==> config.mk <==
export PLATFORM = sky130hd
export DESIGN_NAME = tmi_ctrl
export DESIGN_NICKNAME = d
export VERILOG_FILES = /design/src/sv/tape_machine_interpreter_core_assert.svh /design/src/sv/tmi_pkg.sv /design/src/sv/tmi_ctrl.sv
export SDC_FILE = /design/constraint.sdc
export NUM_CORES = 1
export LEC_CHECK = 0
export BUFFER_PORTS_ARGS = -buffer_cell sky130_fd_sc_hd__clkbuf_2
export CORE_AREA = 2 2 39 41
export CTS_CLUSTER_DIAMETER = 50
export DETAILED_ROUTE_END_ITERATION = 10
export DIE_AREA = 0 0 41 43
export PLACE_DENSITY_LB_ADDON = 0.08
export SLEW_MARGIN = 5
export SYNTH_ARGS = -nofsm -noshare
export SYNTH_HDL_FRONTEND = slang
export SYNTH_SLANG_ARGS = --single-unit
==> constraint.sdc <==
create_clock -name clk -period 3 [get_ports clk]
set_input_delay 0.6 -clock clk [delete_from_list [all_inputs] [get_ports clk]]
set_output_delay 0.6 -clock clk [all_outputs]
set_load 0.005 [all_outputs]
==> src/sv/tape_machine_interpreter_core_assert.svh <==
// Assertion macros shared by the tape machine interpreter core.
`ifndef TAPE_MACHINE_INTERPRETER_CORE_ASSERT_SVH
`define TAPE_MACHINE_INTERPRETER_CORE_ASSERT_SVH

// Check a consequence in the same cycle as its antecedent.
`define TMI_ASSERT_NOW(lbl, ante, cons) \
  lbl: assert property (@(posedge clk) disable iff (rst) (ante) |-> (cons)) \
    else $error("tape machine same-cycle check failed");

// Check a consequence in the cycle after its antecedent.
`define TMI_ASSERT_NEXT(lbl, ante, cons) \
  lbl: assert property (@(posedge clk) disable iff (rst) (ante) |=> (cons)) \
    else $error("tape machine next-cycle check failed");

`endif

==> src/sv/tmi_pkg.sv <==
// Shared types and constants of the tape machine interpreter core.
package tmi_pkg;

  // Instruction characters
  localparam logic [7:0] CH_OPEN  = 8'h5B;  // [
  localparam logic [7:0] CH_CLOSE = 8'h5D;  // ]
  localparam logic [7:0] CH_GT    = 8'h3E;  // >
  localparam logic [7:0] CH_LT    = 8'h3C;  // <
  localparam logic [7:0] CH_PLUS  = 8'h2B;  // +
  localparam logic [7:0] CH_MINUS = 8'h2D;  // -
  localparam logic [7:0] CH_DOT   = 8'h2E;  // .
  localparam logic [7:0] CH_COMMA = 8'h2C;  // ,
  localparam logic [7:0] CH_SPACE = 8'h20;
  localparam logic [7:0] CH_NL    = 8'h0A;

  // Result status codes
  localparam logic [1:0] STAT_OK      = 2'd0;
  localparam logic [1:0] STAT_INVALID = 2'd1;
  localparam logic [1:0] STAT_UNBAL   = 2'd2;

  // Controller states
  typedef enum logic [2:0] {
    ST_CLEAR,
    ST_IDLE,
    ST_EXEC,
    ST_SEEK,
    ST_TEST,
    ST_RESP
  } state_t;

  // Commands from controller to datapath
  typedef struct packed {
    logic clear;    // write one zero into the tape
    logic accept;   // capture the request, write the program if it is a load
    logic exec;     // execute the fetched instruction
    logic seek;     // step the bracket scan pointer
    logic test;     // examine the scanned character
    logic respond;  // load the result register
  } cmd_t;

  // Status from datapath to controller
  typedef struct packed {
    logic clr_done;
    logic run_step;
    logic scan_start;
    logic seek_fail;
    logic scan_hit;
    logic out_free;
  } sts_t;

endpackage

==> src/sv/tmi_ctrl.sv <==
// Controller state machine of the tape machine interpreter core.
module tmi_ctrl (
  input  logic          clk,
  input  logic          rst,
  input  logic          s_tvalid,
  output logic          s_tready,
  input  tmi_pkg::sts_t sts,
  output tmi_pkg::cmd_t cmd
);

  tmi_pkg::state_t state, state_next;

  // Hold the state
  always_ff @(posedge clk) begin
    if (rst) begin
      state <= tmi_pkg::ST_CLEAR;
    end else begin
      state <= state_next;
    end
  end

  // Choose the next state
  always_comb begin
    state_next = state;
    unique case (state)
      tmi_pkg::ST_CLEAR: begin
        if (sts.clr_done) state_next = tmi_pkg::ST_IDLE;
      end
      tmi_pkg::ST_IDLE: begin
        if (s_tvalid) begin
          state_next = sts.run_step ? tmi_pkg::ST_EXEC : tmi_pkg::ST_RESP;
        end
      end
      tmi_pkg::ST_EXEC: begin
        state_next = sts.scan_start ? tmi_pkg::ST_SEEK : tmi_pkg::ST_RESP;
      end
      tmi_pkg::ST_SEEK: begin
        state_next = sts.seek_fail ? tmi_pkg::ST_RESP : tmi_pkg::ST_TEST;
      end
      tmi_pkg::ST_TEST: begin
        state_next = sts.scan_hit ? tmi_pkg::ST_RESP : tmi_pkg::ST_SEEK;
      end
      tmi_pkg::ST_RESP: begin
        if (sts.out_free) state_next = tmi_pkg::ST_IDLE;
      end
      default: state_next = tmi_pkg::ST_CLEAR;
    endcase
  end

  // Drive commands and ready
  always_comb begin
    cmd      = '0;
    s_tready = 1'b0;
    unique case (state)
      tmi_pkg::ST_CLEAR: cmd.clear = 1'b1;
      tmi_pkg::ST_IDLE: begin
        s_tready   = 1'b1;
        cmd.accept = s_tvalid;
      end
      tmi_pkg::ST_EXEC: cmd.exec = 1'b1;
      tmi_pkg::ST_SEEK: cmd.seek = 1'b1;
      tmi_pkg::ST_TEST: cmd.test = 1'b1;
      tmi_pkg::ST_RESP: cmd.respond = sts.out_free;
      default: cmd = '0;
    endcase
  end

endmodule

### After elaboration in Yosys (flattened, before gate mapping)

Cells that the tools add are included.

| cells by class | value |
|---|---|
| add/subtract/negate cells | 0 |
| $mul | 0 |
| div/mod/pow operators | 0 |
| $lt $le $gt $ge | 0 |
| equality and inequality tests | 8 |
| shift-type cells | 0 |
| mux-type cells | 15 |
| bitwise logic cells | 0 |
| reduce and logical (&&, ||, !) cells | 2 |

Operators by type and width:

| cell | number |
|---|---|
| $mux W3 | 6 |
| $pmux W3 S6 | 1 |
| $mux W1 | 8 |
| $eq A3 B2 Y1 const B | 2 |
| $eq A3 B3 Y1 const B | 2 |
| $ne A2 B2 Y1 const B | 3 |
| $eq A3 B1 Y1 const B | 1 |
| $logic_not A3 Y1 | 1 |
| $reduce_and A3 Y1 | 1 |

| storage, ports and cells | value |
|---|---|
| register bits | 3 |
| latch bits | 0 |
| bits in writable memories | 0 |
| ROM bits | 0 |
| input bits | 9 |
| output and inout bits | 7 |
| logic and storage cells | 26 |
| memories kept | 0 |

### Depth between registers and ports, before layout

Gate-level depths: netlist of run 1.

| depth | value |
|---|---|
| depth after elaboration | 3 |
| mapped depth | 5 |
| mapped depth without buffers | 4 |

### Least setup slack after synthesis of run 1

No wires, ideal clock.

| timing | value |
|---|---|
| kind | reg2out |
| start | register state[2] |
| end | output cmd[4] in the netlist's numbering |
| arrival | 905 ps |
| data required time | 2400 ps |
| path slack | 1495 ps |
| stages on the path, launching flop included | 5 |
| path buffers | 1 |
| path through | dfxtp_1 > buf_6 > nand2b_2 > nor2_1 > and2_1 |

RTL lines:

| element | line | source |
|---|---|---|
| from (decl) | tmi_ctrl.sv:11 | `tmi_pkg::state_t state, state_next;` |
| from (signal assigned) | tmi_ctrl.sv:16 | `state <= tmi_pkg::ST_CLEAR;` |
| from (signal assigned) | tmi_ctrl.sv:18 | `state <= state_next;` |
| to (decl) | tmi_ctrl.sv:8 | `output tmi_pkg::cmd_t cmd` |

==> flow_metrics.py, run 1 <==
metrics = {
    "synthesis": {
        "synth.distinct_cells": 23,
        "yosysMostFrequentCell": "nor2_1",
        "yosysTopAreaCellShare_pct": 19.4,
        "synth_edf_count": 0,
        "ys_seq_elements": 3,
        "synth_area_leaders": "dfxtp_1, buf_6, nor3b_4",
        "synthArstFlopShare_pct": 0,
        "syn-num-nets": 47,
        "synth_compound_area_share_pct": 26.2,
        "syn_inst": 38,
        "synth_area_sq_um": 310,
        "synthMuxAreaShare_pct": 3.23,
        "synth_adder_area_share_pct": 0,
        "synth_simple_gate_area_share_pct": 36.7,
        "ys_seq_area_share_pct": 19.4,
        "ys_warn_count": 0,
        "synth_top_cell_by_area": "dfxtp_1",
        "synth.avg_cell_area_sq_um": 8.17,
        "synth_common_cells": "nor2_1, a21oi_1, buf_6, dfxtp_1, nor3_1",
        "synth_ff_type": "dfxtp_1",
        "synth_xor_area_share_pct": 0,
        "synth_top_family_by_area": "simple AND/OR/NAND/NOR gates",
    },
    "min_path": {
        "min_path_type": "input pin to flip-flop",
        "min_from": "rst",
        "min_to": "state[2]",
        "hold_path_depth": 2,
    },
    "floorplan": {
        "ioPinCount": 16,
        "die_h_um": 43,
        "start_util_pct": 22.4,
        "fp.coreArea_sq_mm": 0.00138,
        "fp.dieW_um": 41,
        "num_rows": 14,
        "die_area_sq_mm": 0.00176,
    },
    "grt": {
        "grt_pass1_vias": 301,
        "grt_pass1_wl_um": 1180,
        "antenna_found_initial": 0,
        "grt_max_degree": 12,
        "track_usage_pct": 10.1,
        "overflow": 0,
    },
    "cts": {
        "cts_sinks": 3,
        "postCtsHoldBufs": 0,
        "numCtsBuffers": 3,
        "cts_tree": "done",
        "post-cts-setup-buffers": 0,
        "clockBufferDepth": 2,
        "cts.htree.levels": 1,
        "path_clk_slew_ns": 0.04,
        "cts.repair.resized": 0,
        "root_buffer": "clkbuf_4",
        "clk_latency_ns": 0.23,
    },
    "timing": {
        "max_freq_mhz": 517,
        "layout_min_cycle_time_ns": 1.93,
        "hold_viol": 0,
        "setup_viol": 0,
        "skew_ns": 0.00482,
        "slew_headroom_pct": 71.4,
        "max_slew.worst_pin.slew_ns": 0.429,
        "whs_ns": 0.564,
        "slew_violations": 0,
        "tns_ns": 0,
        "fin_crit_sh_pct": 64.5,
        "rsz0062_at_grt": "no",
    },
    "placed_design": {
        "port_buffers": 15,
        "place_congestion": 0.756,
        "dp_hpwl_um": 589,
    },
    "routing": {
        "postRouteAntennaNets": 0,
        "drt_iter0_drc": 3,
        "routedWlPerCell_um": 10.3,
        "drt-total-wl_um": 722,
        "first_pass_iters": 2,
        "routed_via_density": 4.63,
        "dr_total_vias": 324,
        "drc_errors": 0,
    },
    "pwr": {
        "ir_worst_vdd_v": 0.000135,
        "power_uw": 176,
        "powerDensity_mw_per_mm2": 442,
        "power_leakage_nw": 0.185,
    },
    "final_layout": {
        "largest_reg_flops": 3,
        "multi_input_area_sq_um": 205,
        "areaGrowthSynthToFinish_pct": 28.2,
        "num_antenna_cells": 0,
        "final_layout_size_suffix_gt1_share_pct": 44.4,
        "reg_top3": "state x3",
        "finalNetCount": 64,
        "largest-register": "state",
        "fillers": 170,
        "seq_area_sq_um": 60.1,
    },
    "critical_path": {
        "reg2reg_from": "state[1]",
        "cp_cell_sequence": "nand2b_2 > nor2_1 > and2_1 > clkbuf_2",
        "path_delay_family": "flip-flops",
        "critical_path_class": "flip-flop to output pin",
        "crit_path_max_fanout": 10,
        "start_kind": "flip-flop",
        "r2r_cells": 4,
        "path_buf_inv": 1,
        "arrival_ns": 1.33,
        "end_kind": "output pin",
        "cp.required_ns": 2.40,
        "cp_slowest_cell": "dfxtp_1",
        "r2r-end": "state[1]",
        "rrSetupSlack_ns": 1.61,
        "cpPeakStageDelay_ns": 0.56,
    },
    "job": {
        "drv_cap": 0,
    },
    "run_status": {
        "status": "finished clean",
    },
}
-- logic make-up (layout without fill, tap and decap cells) --
logic type / Yosys count / after routing
simple gates: 18 / 18
compound gates: 10 / 10
buf+inv: 6 / 22
flops: 3 / 3
mux: 1 / 1
-- routing by layer --
| metal | share of wire (%) | routed length [um] | global-route usage [%] |
|---|---|---|---|
| met2 | 49 | 353 | 14.1 |
| met1 | 42 | 303 | 11.9 |
| met3 | 9.0 | 65 | 3.66 |
| met4 | 0 | 0 | 8.00 |
| met5 | 0 | 0 | 0 |
-- worst register-to-register path, delay by kind of cell, from the launching register on --
kind,cells,cell delay [ns]
DFF,1,0.57
and+or+nand+nor,2,0.35
AOI/OAI and AO/OA,2,0.35
-- power by group --
part	leakage (nW)	switching [mW]	internal (mW)	total, mW
Combinational	0.145	0.0227	0.0267	0.0494
Clock	0.0150	0.0213	0.0499	0.0712
Sequential	0.0246	0.0116	0.0438	0.0553
Total	0.185	0.0556	0.120	0.176
-- per-stage QoR --
step,util [%],area (sq um),setup slack [ns],instances
final,28.8,398,1.07,70
after global routing,28.8,398,0.946,70
after CTS,28.8,398,1.05,70
after global placement,26.9,372,1.31,66
after detailed placement,26.9,372,1.30,66
after floorplan,-,310,1.50,38
-- placed cells by master, fill, tap and decap left out, types with 2 or more instances in the layout --
master    netlist  layout
inv_1           2       2
o211ai_1        2       2
nand2_1         2       2
a21oi_1         3       3
clkbuf_4        0       3
dfxtp_1         3       3
clkbuf_2        0      15
nor2_1          4       4
and2_1          2       2
nor3_1          3       3
-- worst max path at each step --
stage | startpoint | to | slack (ns) | cells past startpoint
floorplan | state[2] | cmd[4] | 1.50 | 4
global placement | state[0] | cmd[4] | 1.31 | 4
detailed placement | state[0] | cmd[4] | 1.30 | 4
CTS | state[0] | cmd[4] | 1.05 | 4
global route | state[0] | cmd[4] | 0.95 | 4
finish | state[0] | cmd[4] | 1.07 | 4
-- final cells by class --
cell class,count,area share [%]
Inverter,3,2.83
Multi-Input combinational cell,29,51.6
Tap cell,16,5.03
Sequential cell,3,15.1
Timing Repair Buffer,15,18.9
Clock buffer,4,6.60
Note: power is estimated with default switching activity, not from simulation.
==> run 2: changes to the inputs <==
clock period = 1.9 ns   (was 3 ns; I/O delays follow)
==> flow_metrics.py, run 2 (synthesis gave the netlist of run 1 again) <==
metrics = {
    "pwr": {
        "powerDensity_mw_per_mm2": 688,
        "ir_worst_vdd_v": 0.000200,
        "power_leakage_nw": 0.190,
    },
    "placed_design": {
        "place_congestion": 0.739,
        "place_inst": 67,
        "dp_hpwl_um": 612,
        "port_buffers": 15,
        "preCtsSetupSlack_ns": 0.439,
    },
    "final_layout": {
        "largest-register": "state",
        "finalNetCount": 65,
        "largest_reg_flops": 3,
        "reg_top3": "state x3",
        "areaGrowthSynthToFinish_pct": 30.6,
        "final_common_cell": "clkbuf_2",
        "num_antenna_cells": 0,
        "fin_cells": 71,
        "final_cell_mix": "clkbuf_2, nor2_1",
        "seq_area_sq_um": 60.1,
        "multi_input_area_sq_um": 205,
        "fin_util_pct": 29.3,
        "fillers": 164,
        "final_layout_size_suffix_gt1_share_pct": 45.5,
    },
    "critical_path": {
        "cp_cell_sequence": "nand2b_2 > nor2_1 > and2_1 > clkbuf_2",
        "end_kind": "output pin",
        "start_kind": "flip-flop",
        "path_delay_family": "flip-flops",
        "cpPeakStageDelay_ns": 0.53,
        "crit_path_max_fanout": 10,
        "arrival_ns": 1.34,
        "cp_slowest_cell": "dfxtp_1",
        "path_buf_inv": 1,
        "critical_path_class": "flip-flop to output pin",
        "cp.required_ns": 1.52,
    },
    "floorplan": {
        "start_util_pct": 22.4,
        "fp.dieW_um": 41,
        "die_h_um": 43,
        "die_area_sq_mm": 0.00176,
        "num_rows": 14,
        "ioPinCount": 16,
        "fp.coreArea_sq_mm": 0.00138,
    },
    "grt": {
        "antenna_found_initial": 0,
        "overflow": 0,
        "grt_pass1_wl_um": 1260,
        "grt_pass1_vias": 316,
        "track_usage_pct": 10.5,
        "grt_max_degree": 11,
    },
    "routing": {
        "drc_errors": 0,
        "first_pass_iters": 1,
        "routed_via_density": 4.45,
        "drt_iter0_drc": 0,
        "postRouteAntennaNets": 0,
        "drt-total-wl_um": 794,
        "dr_total_vias": 316,
        "routedWlPerCell_um": 11.2,
    },
    "cts": {
        "cts_tree": "done",
        "numCtsBuffers": 3,
        "post-cts-setup-buffers": 0,
        "root_buffer": "clkbuf_4",
        "clockBufferDepth": 2,
        "postCtsHoldBufs": 0,
        "clk_latency_ns": 0.23,
        "path_clk_slew_ns": 0.03,
        "cts_sinks": 3,
        "cts.repair.resized": 0,
        "cts.htree.levels": 1,
    },
    "timing": {
        "whs_ns": 0.346,
        "setup_viol": 0,
        "slew_violations": 0,
        "max_slew.worst_pin.slew_ns": 0.421,
        "fin_crit_sh_pct": 90.4,
        "hold_viol": 0,
        "max_freq_mhz": 582,
        "tns_ns": 0,
        "skew_ns": 0.00381,
        "rsz0062_at_grt": "no",
        "layout_min_cycle_time_ns": 1.72,
        "setup_slack_ns": 0.183,
        "slew_headroom_pct": 71.9,
    },
    "run_status": {
        "status": "finished clean",
    },
    "job": {
        "drv_cap": 0,
    },
    "min_path": {
        "min_path_type": "input pin to flip-flop",
    },
}
-- run 2: layout make-up --
type                       count  area share (%)
sequential                     3            14.8
multi-input combinational     29            50.6
tap                           16            4.94
clock buffer                   4            6.48
timing repair buffer          16            20.4
inverter                       3            2.78
-- run 2: metrics by stage --
step	power (mW)	instance area, sq um
6_report	0.279	405
4_1_cts	0.285	405
3_5_place_dp	0.170	379
3_3_place_gp	0.171	379
5_1_grt	0.301	405
2_1_floorplan	0.147	310
-- run 2: final timing paths --
path	from	endpoint	slack [ns]	cells past startpoint
setup / recovery	state[2]	cmd[4]	0.18	4
hold / removal	rst	state[2]	0.35	2
setup reg to reg	state[1]	state[1]	0.55	4
hold reg to reg	state[2]	state[2]	0.69	2
-- run 2: routing by layer --
| layer | track usage (%) | vias to the layer above | share of wire [%] |
|---|---|---|---|
| met4 | 8.00 | 0 | 0 |
| met2 | 14.4 | 10 | 46 |
| met3 | 0 | 0 | 5.7 |
| met5 | 0 | - | 0 |
| met1 | 15.0 | 138 | 48 |
| li1 | - | 168 | - |
-- run 2: power breakdown --
group	switching (mW)	internal, mW	total [mW]
clock network	0.0320	0.0786	0.111
registers	0.0184	0.0692	0.0876
logic	0.0371	0.0435	0.0806
==> run 3: changes to the inputs <==
BUFFER_PORTS_ARGS = -buffer_cell sky130_fd_sc_hd__buf_2   (was -buffer_cell sky130_fd_sc_hd__clkbuf_2)
==> flow_metrics.py, run 3 (synthesis gave the netlist of run 1 again) <==
metrics = {
    "grt": {
        "antenna_found_initial": 0,
        "track_usage_pct": 11.3,
        "use_met2_pct": 15.6,
        "grt.met3_usage_pct": 5.24,
        "top_usage_layer": "met2",
        "overflow": 0,
        "grt_pass1_vias": 300,
        "grtUsageMet1_pct": 14.1,
        "grt_pass1_wl_um": 1310,
        "grt_max_degree": 12,
    },
    "placed_design": {
        "port_buffers": 15,
        "dp_hpwl_um": 620,
        "place_congestion": 0.803,
        "place_inst": 67,
    },
    "cts": {
        "postCtsHoldBufs": 0,
        "post-cts-setup-buffers": 0,
        "cts_tree": "done",
        "clk_latency_ns": 0.23,
        "cts_sinks": 3,
        "root_buffer": "clkbuf_4",
        "cts.htree.levels": 1,
        "clockBufferDepth": 2,
        "numCtsBuffers": 3,
        "path_clk_slew_ns": 0.04,
        "cts.repair.resized": 0,
    },
    "final_layout": {
        "fin_util_pct": 29.3,
        "final_layout_size_suffix_gt1_share_pct": 45.5,
        "num_antenna_cells": 0,
        "finalNetCount": 65,
        "areaGrowthSynthToFinish_pct": 30.6,
        "reg_top3": "state x3",
        "largest-register": "state",
        "final_cell_mix": "buf_2, nor2_1",
        "largest_reg_flops": 3,
        "fin_cells": 71,
        "final_common_cell": "buf_2",
    },
    "routing": {
        "drt_iter0_drc": 4,
        "first_pass_iters": 4,
        "dr_total_vias": 320,
        "drt-total-wl_um": 766,
        "routed_via_density": 4.51,
        "drc_errors": 0,
        "routedWlPerCell_um": 10.8,
        "postRouteAntennaNets": 0,
    },
    "timing": {
        "layout_min_cycle_time_ns": 1.72,
        "rsz0062_at_grt": "no",
        "fin_crit_sh_pct": 90.6,
        "slew_headroom_pct": 70.0,
        "slew_violations": 0,
        "whs_ns": 0.337,
        "hold_viol": 0,
        "setup_viol": 0,
        "max_freq_mhz": 581,
        "tns_ns": 0,
        "skew_ns": 0.00355,
        "max_slew.worst_pin.slew_ns": 0.449,
    },
    "pwr": {
        "internal_power_uw": 194,
        "seq_power_share_pct": 29.3,
        "powerDensity_mw_per_mm2": 700,
        "p_clk_share_pct": 40.0,
        "switching_power_uw": 89.7,
        "power.share.switching_pct": 31.6,
        "power_frac_comb_pct": 30.7,
        "ir_worst_vdd_v": 0.000204,
        "power_leakage_nw": 0.192,
        "power_uw": 284,
    },
    "critical_path": {
        "r2r-end": "state[1]",
        "critPathCapture": "cmd[4]",
        "cpPeakStageDelay_ns": 0.52,
        "crit_cells": 4,
        "r2r_cells": 4,
        "end_kind": "output pin",
        "path_buf_inv": 1,
        "critical_path_class": "flip-flop to output pin",
        "cp-startpoint": "state[2]",
        "cp.required_ns": 1.52,
        "arrival_ns": 1.34,
        "cp_cell_sequence": "nand2b_2 > nor2_1 > and2_1 > buf_2",
        "reg2reg_from": "state[1]",
        "crit_path_max_fanout": 10,
        "path_delay_family": "flip-flops",
        "rrSetupSlack_ns": 0.51,
        "cp_slowest_cell": "dfxtp_1",
        "start_kind": "flip-flop",
    },
    "floorplan": {
        "num_rows": 14,
        "ioPinCount": 16,
        "fp.dieW_um": 41,
        "fp.coreArea_sq_mm": 0.00138,
        "die_area_sq_mm": 0.00176,
        "start_util_pct": 22.4,
        "die_h_um": 43,
    },
    "run_status": {
        "status": "finished clean",
    },
    "job": {
        "drv_cap": 0,
    },
    "min_path": {
        "min_path_type": "input pin to flip-flop",
    },
}
==> run 3: worst min path at each step <==
stage / start / end / slack [ns] / cells past startpoint
6_report: rst / state[2] / 0.34 / 2
5_1_grt: rst / state[2] / 0.32 / 2
4_1_cts: rst / state[2] / 0.33 / 2
3_5_place_dp: rst / state[2] / 0.58 / 2
3_3_place_gp: rst / state[2] / 0.58 / 2
2_1_floorplan: rst / state[2] / 0.44 / 1
==> run 3: metrics by stage <==
step / setup WS [ns] / area [sq um]
floorplan: 0.615 / 310
global placement: 0.456 / 379
detailed placement: 0.427 / 379
CTS: 0.164 / 405
global route: 0.0560 / 405
finish: 0.179 / 405
==> run 3: worst register-to-register path, delay by kind of cell, from the launching register on <==
kind | cells | cell delay (ns)
DFF | 1 | 0.59
and+or+nand+nor | 2 | 0.35
AOI/OAI and AO/OA | 2 | 0.34
==> run 3: per-layer routing <==
layer	vias to the layer above	wire length [um]
met4	0	0
met5	-	0
met3	0	57
li1	167	-
met1	141	346
met2	12	362
==> run 3: area by class of cell <==
| cell class | count | area, sq um |
|---|---|---|
| clock buffers | 4 | 26.3 |
| fillers | 163 | 978 |
| inverters | 3 | 11.3 |
| multi-input cells | 29 | 205 |
| flip-flops and latches | 3 | 60.1 |
| well taps | 16 | 20.0 |
| repair buffers | 16 | 82.6 |
==> run 3: power by group through the flow <==
| stage | registers, mW | clock network (mW) | logic, mW |
|---|---|---|---|
| final | 0.0830 | 0.114 | 0.0871 |
| after global routing | 0.0851 | 0.132 | 0.100 |
| after floorplan | 0.0723 | 0 | 0.0750 |
| after detailed placement | 0.0839 | 0 | 0.0885 |
| after global placement | 0.0837 | 0 | 0.0887 |
| after CTS | 0.0831 | 0.120 | 0.0887 |
